`config.mk`:
```
export PLATFORM = sky130hd
export DESIGN_NAME = poly1305_mac
export DESIGN_NICKNAME = d
export VERILOG_FILES = /design/src/rtl/core/p1305_pkg.sv /design/src/rtl/core/p1305_mul.sv /design/src/rtl/core/poly1305_mac.sv
export SDC_FILE = /design/constraint.sdc
export NUM_CORES = 2
export LEC_CHECK = 0
export BUFFER_PORTS_ARGS = -buffer_cell sky130_fd_sc_hd__buf_2
export CAP_MARGIN = 15
export CORE_MARGIN = 4
export CORE_UTILIZATION = 65
export CTS_CLUSTER_SIZE = 14
export DETAILED_ROUTE_END_ITERATION = 8
export PLACE_DENSITY = 0.82
export SLEW_MARGIN = 10
export SYNTH_ARGS = -nofsm -noshare
export SYNTH_HDL_FRONTEND = slang
export SYNTH_HIERARCHICAL = 1
export SYNTH_SLANG_ARGS = --single-unit
```
`constraint.sdc`:
```
create_clock -name clk -period 15.86 [get_ports clk]
set_clock_uncertainty 0.15 [all_clocks]
set_input_delay 1.586 -clock clk [delete_from_list [all_inputs] [get_ports clk]]
set_output_delay 1.586 -clock clk [all_outputs]
set_load 0.01 [all_outputs]
```
`src/rtl/core/p1305_pkg.sv`:
```
// Shared types and constants for the Poly1305 tag engine.
package p1305_pkg;

  localparam int LIMB_W    = 26;
  localparam int NUM_LIMBS = 5;
  localparam int ACC_W     = 131;
  localparam int H_W       = 132;
  localparam int HTOP_W    = 28;
  localparam int RR_W      = 29;
  localparam int PROD_W    = 57;
  localparam int COL_W     = 61;
  localparam int CARRY_W   = 35;

  localparam logic [2:0]  LAST_LIMB  = 3'(NUM_LIMBS - 1);
  localparam logic [4:0]  FULL_BYTES = 5'd16;
  localparam logic [7:0]  PAD_BYTE   = 8'h01;
  localparam logic [2:0]  P_FOLD     = 3'd5;

  localparam logic [63:0] R_CLAMP_LOW  = 64'h0FFF_FFFC_0FFF_FFFF;
  localparam logic [63:0] R_CLAMP_HIGH = 64'h0FFF_FFFC_0FFF_FFFC;

  typedef logic [1:0] cfg_idx_t;

  localparam cfg_idx_t REG_R_LOW  = 2'd0;
  localparam cfg_idx_t REG_R_HIGH = 2'd1;
  localparam cfg_idx_t REG_S_LOW  = 2'd2;
  localparam cfg_idx_t REG_S_HIGH = 2'd3;

  typedef struct packed {
    logic [63:0] block_low;
    logic [63:0] block_high;
    logic [4:0]  byte_count;
    logic        message_last;
  } in_beat_t;

  typedef struct packed {
    logic [63:0] tag_low;
    logic [63:0] tag_high;
  } out_beat_t;

  typedef struct packed {
    logic busy;
    logic done;
  } mul_stat_t;

endpackage

```
`src/rtl/core/p1305_mul.sv`:
```
// Limb-serial multiplier: one 26-bit limb product per cycle, column by column.
module p1305_mul (
  input  logic                           clk,
  input  logic                           rst_n,
  input  logic                           start_i,
  input  logic [p1305_pkg::H_W-1:0]      h_i,
  input  logic [127:0]                   r_i,
  output p1305_pkg::mul_stat_t           stat_o,
  output logic [129:0]                   res_o,
  output logic [p1305_pkg::CARRY_W-1:0]  carry_o
);
  import p1305_pkg::*;

  logic [H_W-1:0]     h_r;
  logic               busy_r;
  logic               done_r;
  logic               prod_vld_r;
  logic               prod_end_r;
  logic               prod_fin_r;
  logic [2:0]         col_r;
  logic [2:0]         j_r;
  logic [PROD_W-1:0]  prod_r;
  logic [COL_W-1:0]   col_acc_r;
  logic [CARRY_W-1:0] carry_r;
  logic [129:0]       res_r;

  logic [HTOP_W-1:0]  h_limb [NUM_LIMBS];
  logic [LIMB_W-1:0]  r_limb [NUM_LIMBS];
  logic [HTOP_W-1:0]  h_sel;
  logic [LIMB_W-1:0]  r_sel;
  logic [RR_W-1:0]    rr;
  logic [3:0]         k_wrap;
  logic [2:0]         k_idx;
  logic               wrap;
  logic [PROD_W-1:0]  prod_c;
  logic [COL_W-1:0]   col_total;

  for (genvar g = 0; g < NUM_LIMBS - 1; g++) begin : g_limbs
    assign h_limb[g] = {2'b00, h_r[g*LIMB_W +: LIMB_W]};
    assign r_limb[g] = r_i[g*LIMB_W +: LIMB_W];
  end
  assign h_limb[NUM_LIMBS-1] = h_r[H_W-1 -: HTOP_W];
  assign r_limb[NUM_LIMBS-1] = {2'b00, r_i[127:104]};

  // Column i collects h[j] * r[i-j]; terms that wrap past the top limb pick up
  // the factor of five from 2^130 = 5 mod p.
  assign wrap   = (j_r > col_r);
  assign k_wrap = {1'b0, col_r} + 4'd5 - {1'b0, j_r};
  assign k_idx  = wrap ? k_wrap[2:0] : (col_r - j_r);
  assign h_sel  = h_limb[j_r];
  assign r_sel  = r_limb[k_idx];
  assign rr     = wrap ? ({3'b000, r_sel} + {1'b0, r_sel, 2'b00}) : {3'b000, r_sel};
  assign prod_c = PROD_W'(h_sel) * PROD_W'(rr);

  assign col_total = col_acc_r + COL_W'(prod_r) + COL_W'(carry_r);

  always_ff @(posedge clk) begin
    if (!rst_n) begin
      busy_r     <= 1'b0;
      done_r     <= 1'b0;
      prod_vld_r <= 1'b0;
      prod_end_r <= 1'b0;
      prod_fin_r <= 1'b0;
      col_r      <= '0;
      j_r        <= '0;
    end else begin
      prod_vld_r <= busy_r;
      prod_end_r <= (j_r == LAST_LIMB);
      prod_fin_r <= (col_r == LAST_LIMB);
      if (start_i) begin
        busy_r <= 1'b1;
        done_r <= 1'b0;
        col_r  <= '0;
        j_r    <= '0;
      end else if (busy_r) begin
        if (j_r == LAST_LIMB) begin
          j_r <= '0;
          if (col_r == LAST_LIMB) begin
            busy_r <= 1'b0;
          end else begin
            col_r <= col_r + 3'd1;
          end
        end else begin
          j_r <= j_r + 3'd1;
        end
      end
      if (prod_vld_r && prod_end_r && prod_fin_r) begin
        done_r <= 1'b1;
      end
    end
  end

  always_ff @(posedge clk) begin
    if (start_i) begin
      h_r       <= h_i;
      col_acc_r <= '0;
      carry_r   <= '0;
    end else if (prod_vld_r) begin
      if (prod_end_r) begin
        // Finished limb enters at the top; after five columns limb 0 sits lowest.
        res_r     <= {col_total[LIMB_W-1:0], res_r[129:LIMB_W]};
        carry_r   <= col_total[COL_W-1:LIMB_W];
        col_acc_r <= '0;
      end else begin
        col_acc_r <= col_acc_r + COL_W'(prod_r);
      end
    end
    if (busy_r) begin
      prod_r <= prod_c;
    end
  end

  assign stat_o.busy = busy_r | prod_vld_r;
  assign stat_o.done = done_r;
  assign res_o       = res_r;
  assign carry_o     = carry_r;

  a_start_idle: assert property (@(posedge clk) disable iff (!rst_n)
    start_i |-> !(busy_r || prod_vld_r))
    else $error("multiply started while a product is in flight");

  a_done_source: assert property (@(posedge clk) disable iff (!rst_n)
    $rose(done_r) |-> $past(prod_vld_r && prod_end_r && prod_fin_r))
    else $error("done raised without the final column product");

  a_issue_end: assert property (@(posedge clk) disable iff (!rst_n)
    $fell(busy_r) |-> $past(col_r == LAST_LIMB && j_r == LAST_LIMB))
    else $error("product issue stopped before the last limb pair");

endmodule

```
`src/rtl/core/poly1305_mac.sv`:
```
// Poly1305 tag engine: key registers, block padding, absorb, reduction and tag output.
//
// Usage: load the four 64-bit key words through the cfg_ write port while the
// block is idle (r is clamped internally). Message blocks then arrive as input
// beats on in_valid/in_ready, 16 bytes each, little endian. A beat with
// message_last set closes the message; its byte_count (0 to 16, larger values
// act as 16) says how many bytes are real, and the block is padded with 0x01.
// That beat produces exactly one tag beat on out_valid/out_ready.
// Sequencing: a message block is finished before the next beat can be taken,
// since in_ready is high only in the idle state. The 25 limb products are
// computed in turn by the single 28x29 multiplier in p1305_mul, followed by the
// product register, the column carry and the fold of the top carry. A final block
// with data then passes the reduction state and the tag state, which finishes the
// reduction and adds s; a final beat with no bytes skips the multiply and goes
// straight to the reduction state.
// Reset clears the key registers and the accumulator. A tag that is not taken
// does not block new input beats, but the next tag waits in the final state
// until the output register is free.
module poly1305_mac (
  input  logic                  clk,
  input  logic                  rst_n,
  input  logic                  cfg_we,
  input  p1305_pkg::cfg_idx_t   cfg_index,
  input  logic [63:0]           cfg_wdata,
  input  logic                  in_valid,
  output logic                  in_ready,
  input  p1305_pkg::in_beat_t   in_data,
  output logic                  out_valid,
  input  logic                  out_ready,
  output p1305_pkg::out_beat_t  out_data
);
  import p1305_pkg::*;

  typedef enum logic [3:0] {
    S_IDLE = 4'b0001,
    S_MUL  = 4'b0010,
    S_RED  = 4'b0100,
    S_TAG  = 4'b1000
  } state_t;

  state_t         state_r;
  state_t         state_nxt;
  logic [63:0]    r_low_r;
  logic [63:0]    r_high_r;
  logic [63:0]    s_low_r;
  logic [63:0]    s_high_r;
  logic [ACC_W-1:0] acc_r;
  logic           last_r;
  logic [129:0]   red_r;
  logic           out_valid_r;
  out_beat_t      out_data_r;

  logic           in_fire;
  logic [4:0]     n_sat;
  logic           full_blk;
  logic           empty_last;
  logic [127:0]   blk;
  logic [128:0]   msg;
  logic [H_W-1:0] h_in;
  logic [127:0]   r_clamped;
  logic           mul_start;
  mul_stat_t      mul_stat;
  logic [129:0]   mul_res;
  logic [CARRY_W-1:0] mul_carry;
  logic [CARRY_W+2:0] carry5;
  logic [ACC_W-1:0]   acc_fold;
  logic [129:0]   red_nxt;
  logic [130:0]   g_sum;
  logic [127:0]   h_final;
  logic [127:0]   tag_sum;
  logic           tag_go;

  // Key registers.
  always_ff @(posedge clk) begin
    if (!rst_n) begin
      r_low_r  <= '0;
      r_high_r <= '0;
      s_low_r  <= '0;
      s_high_r <= '0;
    end else if (cfg_we) begin
      unique case (cfg_index)
        REG_R_LOW:  r_low_r  <= cfg_wdata;
        REG_R_HIGH: r_high_r <= cfg_wdata;
        REG_S_LOW:  s_low_r  <= cfg_wdata;
        REG_S_HIGH: s_high_r <= cfg_wdata;
      endcase
    end
  end

  assign r_clamped = {r_high_r & R_CLAMP_HIGH, r_low_r & R_CLAMP_LOW};

  assign in_ready   = (state_r == S_IDLE);
  assign in_fire    = in_valid && in_ready;
  assign n_sat      = (in_data.byte_count > FULL_BYTES) ? FULL_BYTES : in_data.byte_count;
  assign full_blk   = !in_data.message_last || (n_sat == FULL_BYTES);
  assign empty_last = in_data.message_last && (n_sat == 5'd0);
  assign blk        = {in_data.block_high, in_data.block_low};

  // Bytes past the count become a single 0x01 followed by zeros. A full block
  // carries the 2^128 bit instead.
  always_comb begin
    msg[128] = full_blk;
    for (int b = 0; b < 16; b++) begin
      if (full_blk || (5'(b) < n_sat)) begin
        msg[8*b +: 8] = blk[8*b +: 8];
      end else if (5'(b) == n_sat) begin
        msg[8*b +: 8] = PAD_BYTE;
      end else begin
        msg[8*b +: 8] = 8'h00;
      end
    end
  end

  assign h_in      = {1'b0, acc_r} + {3'b000, msg};
  assign mul_start = in_fire && !empty_last;

  p1305_mul u_mul (
    .clk     (clk),
    .rst_n   (rst_n),
    .start_i (mul_start),
    .h_i     (h_in),
    .r_i     (r_clamped),
    .stat_o  (mul_stat),
    .res_o   (mul_res),
    .carry_o (mul_carry)
  );

  // The carry out of the top column is worth 2^130, which folds back as times five.
  assign carry5   = {3'b000, mul_carry} + {1'b0, mul_carry, 2'b00};
  assign acc_fold = {1'b0, mul_res} + ACC_W'(carry5);

  // After a fold the accumulator is below 2^130 + 2^38, so folding bit 130 once
  // leaves a value below 2^130; one conditional subtraction of p then finishes it.
  assign red_nxt = acc_r[129:0] + (acc_r[130] ? 130'(P_FOLD) : 130'd0);
  assign g_sum   = {1'b0, red_r} + 131'(P_FOLD);
  assign h_final = g_sum[130] ? g_sum[127:0] : red_r[127:0];
  assign tag_sum = h_final + {s_high_r, s_low_r};

  assign tag_go = (state_r == S_TAG) && (!out_valid_r || out_ready);

  always_comb begin
    state_nxt = state_r;
    unique case (state_r)
      S_IDLE: begin
        if (in_fire) begin
          state_nxt = empty_last ? S_RED : S_MUL;
        end
      end
      S_MUL: begin
        if (mul_stat.done) begin
          state_nxt = last_r ? S_RED : S_IDLE;
        end
      end
      S_RED: begin
        state_nxt = S_TAG;
      end
      S_TAG: begin
        if (tag_go) begin
          state_nxt = S_IDLE;
        end
      end
      default: begin
        state_nxt = S_IDLE;
      end
    endcase
  end

  always_ff @(posedge clk) begin
    if (!rst_n) begin
      state_r     <= S_IDLE;
      acc_r       <= '0;
      last_r      <= 1'b0;
      out_valid_r <= 1'b0;
    end else begin
      state_r <= state_nxt;
      if (in_fire) begin
        last_r <= in_data.message_last;
      end
      if ((state_r == S_MUL) && mul_stat.done) begin
        acc_r <= acc_fold;
      end else if (tag_go) begin
        acc_r <= '0;
      end
      if (tag_go) begin
        out_valid_r <= 1'b1;
      end else if (out_ready) begin
        out_valid_r <= 1'b0;
      end
    end
  end

  always_ff @(posedge clk) begin
    if (state_r == S_RED) begin
      red_r <= red_nxt;
    end
    if (tag_go) begin
      out_data_r.tag_low  <= tag_sum[63:0];
      out_data_r.tag_high <= tag_sum[127:64];
    end
  end

  assign out_valid = out_valid_r;
  assign out_data  = out_data_r;

  a_empty_last: assert property (@(posedge clk) disable iff (!rst_n)
    (in_fire && empty_last) |=> (state_r == S_RED))
    else $error("empty final beat did not go straight to reduction");

  a_tag_source: assert property (@(posedge clk) disable iff (!rst_n)
    $rose(out_valid_r) |-> $past(state_r == S_TAG))
    else $error("tag presented outside the tag state");

  a_acc_clear: assert property (@(posedge clk) disable iff (!rst_n)
    tag_go |=> (acc_r == '0))
    else $error("accumulator not cleared after a tag");

  a_idle_quiet: assert property (@(posedge clk) disable iff (!rst_n)
    (state_r == S_IDLE) |-> !mul_stat.busy)
    else $error("multiplier busy while the block is idle");

endmodule

```
==> metrics list <==
* End of the worst register-to-register path: u_mul/prod_r[53]$_DFFE_PP_
- DRC marker count from the first detailed-route iteration: 12,700
* Inserted Clock Buffers: 112
* Crit path launch: u_mul/col_r[1]$_SDFFE_PP0P_
- Worst setup path endpoint: u_mul/prod_r[53]$_DFFE_PP_
- In the final timing run, aggregate negative setup slack is 0 ns.
- Initial antenna violation count: 32
- At the later pin of the worst-skew pair, clock insertion delay measures 0.80 ns.
- Using the TritonRoute via totals, the vias-per-cell ratio works out to 6.76.
* Worst Tran Pin Value: 1.23 ns
* Post-CTS repair timing setup buffer count: 0
- The hold violation count in the final report was 0.
- Data on the critical path arrives at its endpoint at 15.61 ns.
- CP Data Required Time: 16.23 ns
- Of the available clock period, the critical path in the final layout requires 0.961.
* Clock tree from TritonCTS: done
- Shortest period the worst path allows: 15.24 ns
- Entering global routing, the biggest net connects 122 pins.
- A synthesized cell averages 8.83 µm².
* Total grt overflow: 0
- Number of design rule violations left after detail routing: 0
- In this design, the largest share of critical-path delay is due to adder cells.
- Clock buffer depth: 3
- The worst pin sits at a relative slew slack of 0.174.
* Final max-slew violation count: 0
* Global-route usage over all layers: 0.474
- STA classifies the critical path endpoint as a flip-flop.
* PnR worst setup slack: 0.615 ns
- The number of buffers and inverters on the critical path is 8.
- Cell area power density: 157 nW/µm²
- Final non-filler cell total: 12,900
- The tree is rooted in a sky130_fd_sc_hd__clkbuf_16.
- The initial utilization of the core area, before any placement, comes to 0.657.
- In the final design database the tool counted 12,400 nets.
- Sort of element at the start of the critical path: flip-flop
- The min-delay analysis places its worst path in the category reg2reg.
* Cell with the most instances on the worst path: sky130_fd_sc_hd__fa_1
* Cell row count: 139
- In this run the static leakage power is 44.3 nW.
- Critical path depth in cells: 46
* First-pass iteration count of the detailed router: 9
- Port buffering added 334 buffers.
- Number of vias after detailed routing: 87,000
- Clock slew at the register clock pins of the worst setup and hold paths: 0.08 ns
- For this design, the slowest cell found on the critical path is sky130_fd_sc_hd__or3_1.
- # IOs: 335
- Once detail routing completed, the nets flagged for antenna violations numbered 0.
- Once the clock tree was built, the resizer swapped 0 gates to a different size.
- Die Height: 390 µm
* Synthesis-to-layout area growth: 7.93%
- Synthesis produced 10,700 cells.
* Wire length after detailed routing: 369,000 µm
* Sink Count: 1,055
- The total area inside the core boundary comes to 144,000 µm².
- Longest individual stage delay on the worst path: 0.85 ns
* Cell area after synthesis: 94,900 µm²
* Count of final setup violators: 0
* Maximum ir drop on the vdd rail: 349 µV
- Die X-Extent: 390 µm
* Die Outline Area: 152,000 µm²
- Setup repair after global routing left no endpoint under its margin.
- Number of cells in the design after placement: 12,600
* Status: complete, no violations
* Highest net fanout along the worst path: 22
- At the end of the flow the core is filled with cells to 0.710.
- Ys Warns: 6
- Critical path start-end classification: reg2reg
* Number of global-route vias before repair: 84,300
- Launching point of the worst reg2reg path: u_mul/col_r[1]$_SDFFE_PP0P_
- Worst-case hold slack: 0.317 ns
- Register-to-register setup slack: 0.62 ns
- Setup WS pre-CTS: 1.21 ns
- Hold repair after CTS inserted 0 buffers.
* Post-detailed-placement half-perimeter wirelength: 291,000 µm
- After detailed routing, the average wire length per cell comes to 28.7 µm.
- Max-cap viol count: 0
- Routability-driven placement finished with a final weighted congestion of 1.11.
- Based on the critical path, the design can be clocked at up to 65.6 MHz.
- Fraction of layout cells with a size suffix above 1: 0.0776
- Wire length of the first global-routing pass: 537,000 µm
- For the worst flop-to-flop path, the logic depth is 46.
- Total number of H-tree levels: 3
==> flip-flops by register name (all words and copies together) (netlist names), 3 cells and up <==
| signal | cells |
|---|---|
| u_mul/carry_o | 35 |
| red_r | 130 |
| out_data | 128 |
| r_high_r | 52 |
| acc_r | 131 |
| u_mul/col_acc_r | 61 |
| u_mul/res_o | 130 |
| s_high_r | 64 |
| u_mul/h_r | 132 |
| state_r | 4 |
| s_low_r | 64 |
| u_mul/j_r | 3 |
| u_mul/col_r | 3 |
| u_mul/prod_r | 57 |
| r_low_r | 54 |
==> placed cells by master (no fill, tap or decap), drive strengths merged, types with 110 or more instances in the layout <==
cell       n
edfxtp   577
nor3     123
xor2     219
nand3    201
xnor2    445
nor2b    223
o21ai    499
nand2b   110
fa       740
clkbuf   131
buf      460
a21oi    662
a21o     233
nand2   1474
ha       638
and2     168
inv      960
nor2     938
a21boi   265
nand4    223
dfxtp    478
==> worst reg2reg max path, delay by kind of cell, from the launching register on <==
family | cells | cell delay, ns
compound gates | 17 | 4.92
xor+xnor | 1 | 0.16
fa+ha+maj | 11 | 5.39
buf+inv | 8 | 1.29
flops | 1 | 0.45
mux | 2 | 0.72
simple gates | 7 | 1.92
==> how the worst min path moves through the flow <==
stage / startpoint / cells after the start / end
6_report: r_low_r[20]$_SDFFE_PN0P_ / 2 / r_low_r[20]$_SDFFE_PN0P_
5_1_grt: r_high_r[59]$_SDFFE_PN0P_ / 2 / r_high_r[59]$_SDFFE_PN0P_
4_1_cts: r_low_r[20]$_SDFFE_PN0P_ / 2 / r_low_r[20]$_SDFFE_PN0P_
3_5_place_dp: r_low_r[20]$_SDFFE_PN0P_ / 2 / r_low_r[20]$_SDFFE_PN0P_
3_3_place_gp: r_low_r[19]$_SDFFE_PN0P_ / 2 / r_low_r[19]$_SDFFE_PN0P_
2_1_floorplan: u_mul/res_o[36]$_DFFE_PP_ / 0 / u_mul/res_o[10]$_DFFE_PP_
==> area by class of cell <==
cell class | instances | area [µm²]
flip-flops and latches | 1055 | 26900
inverters | 957 | 3590
fillers | 10900 | 41900
clock inverters | 82 | 1130
repair buffers | 460 | 2620
diodes | 7 | 17.5
clock buffers | 131 | 2920
well taps | 1903 | 2380
multi-input cells | 8262 | 62900
==> through the flow <==
step	instance area, µm²	power [mW]
after floorplan	95000	9.73
after global placement	98300	12.3
after detailed placement	98300	12.5
after CTS	102000	15.6
after global routing	102000	17.0
final	102000	16.0
==> report_power, final <==
group / internal (mW) / leakage [nW] / switching (mW)
clock: 1.68 / 1.96 / 1.26
combinational: 3.36 / 33.5 / 6.30
sequential: 3.31 / 8.89 / 0.127
total: 8.35 / 44.3 / 7.69
==> metal layers <==
metal  share of wire  track usage  vias to the layer above
li1                -            -                    36900
met1            0.37        0.625                    41600
met2            0.40        0.671                     6906
met3            0.16        0.183                     1563
met4           0.073        0.265                       34
met5         0.00090      0.00606                        -
(Power assumes the default switching activity.)
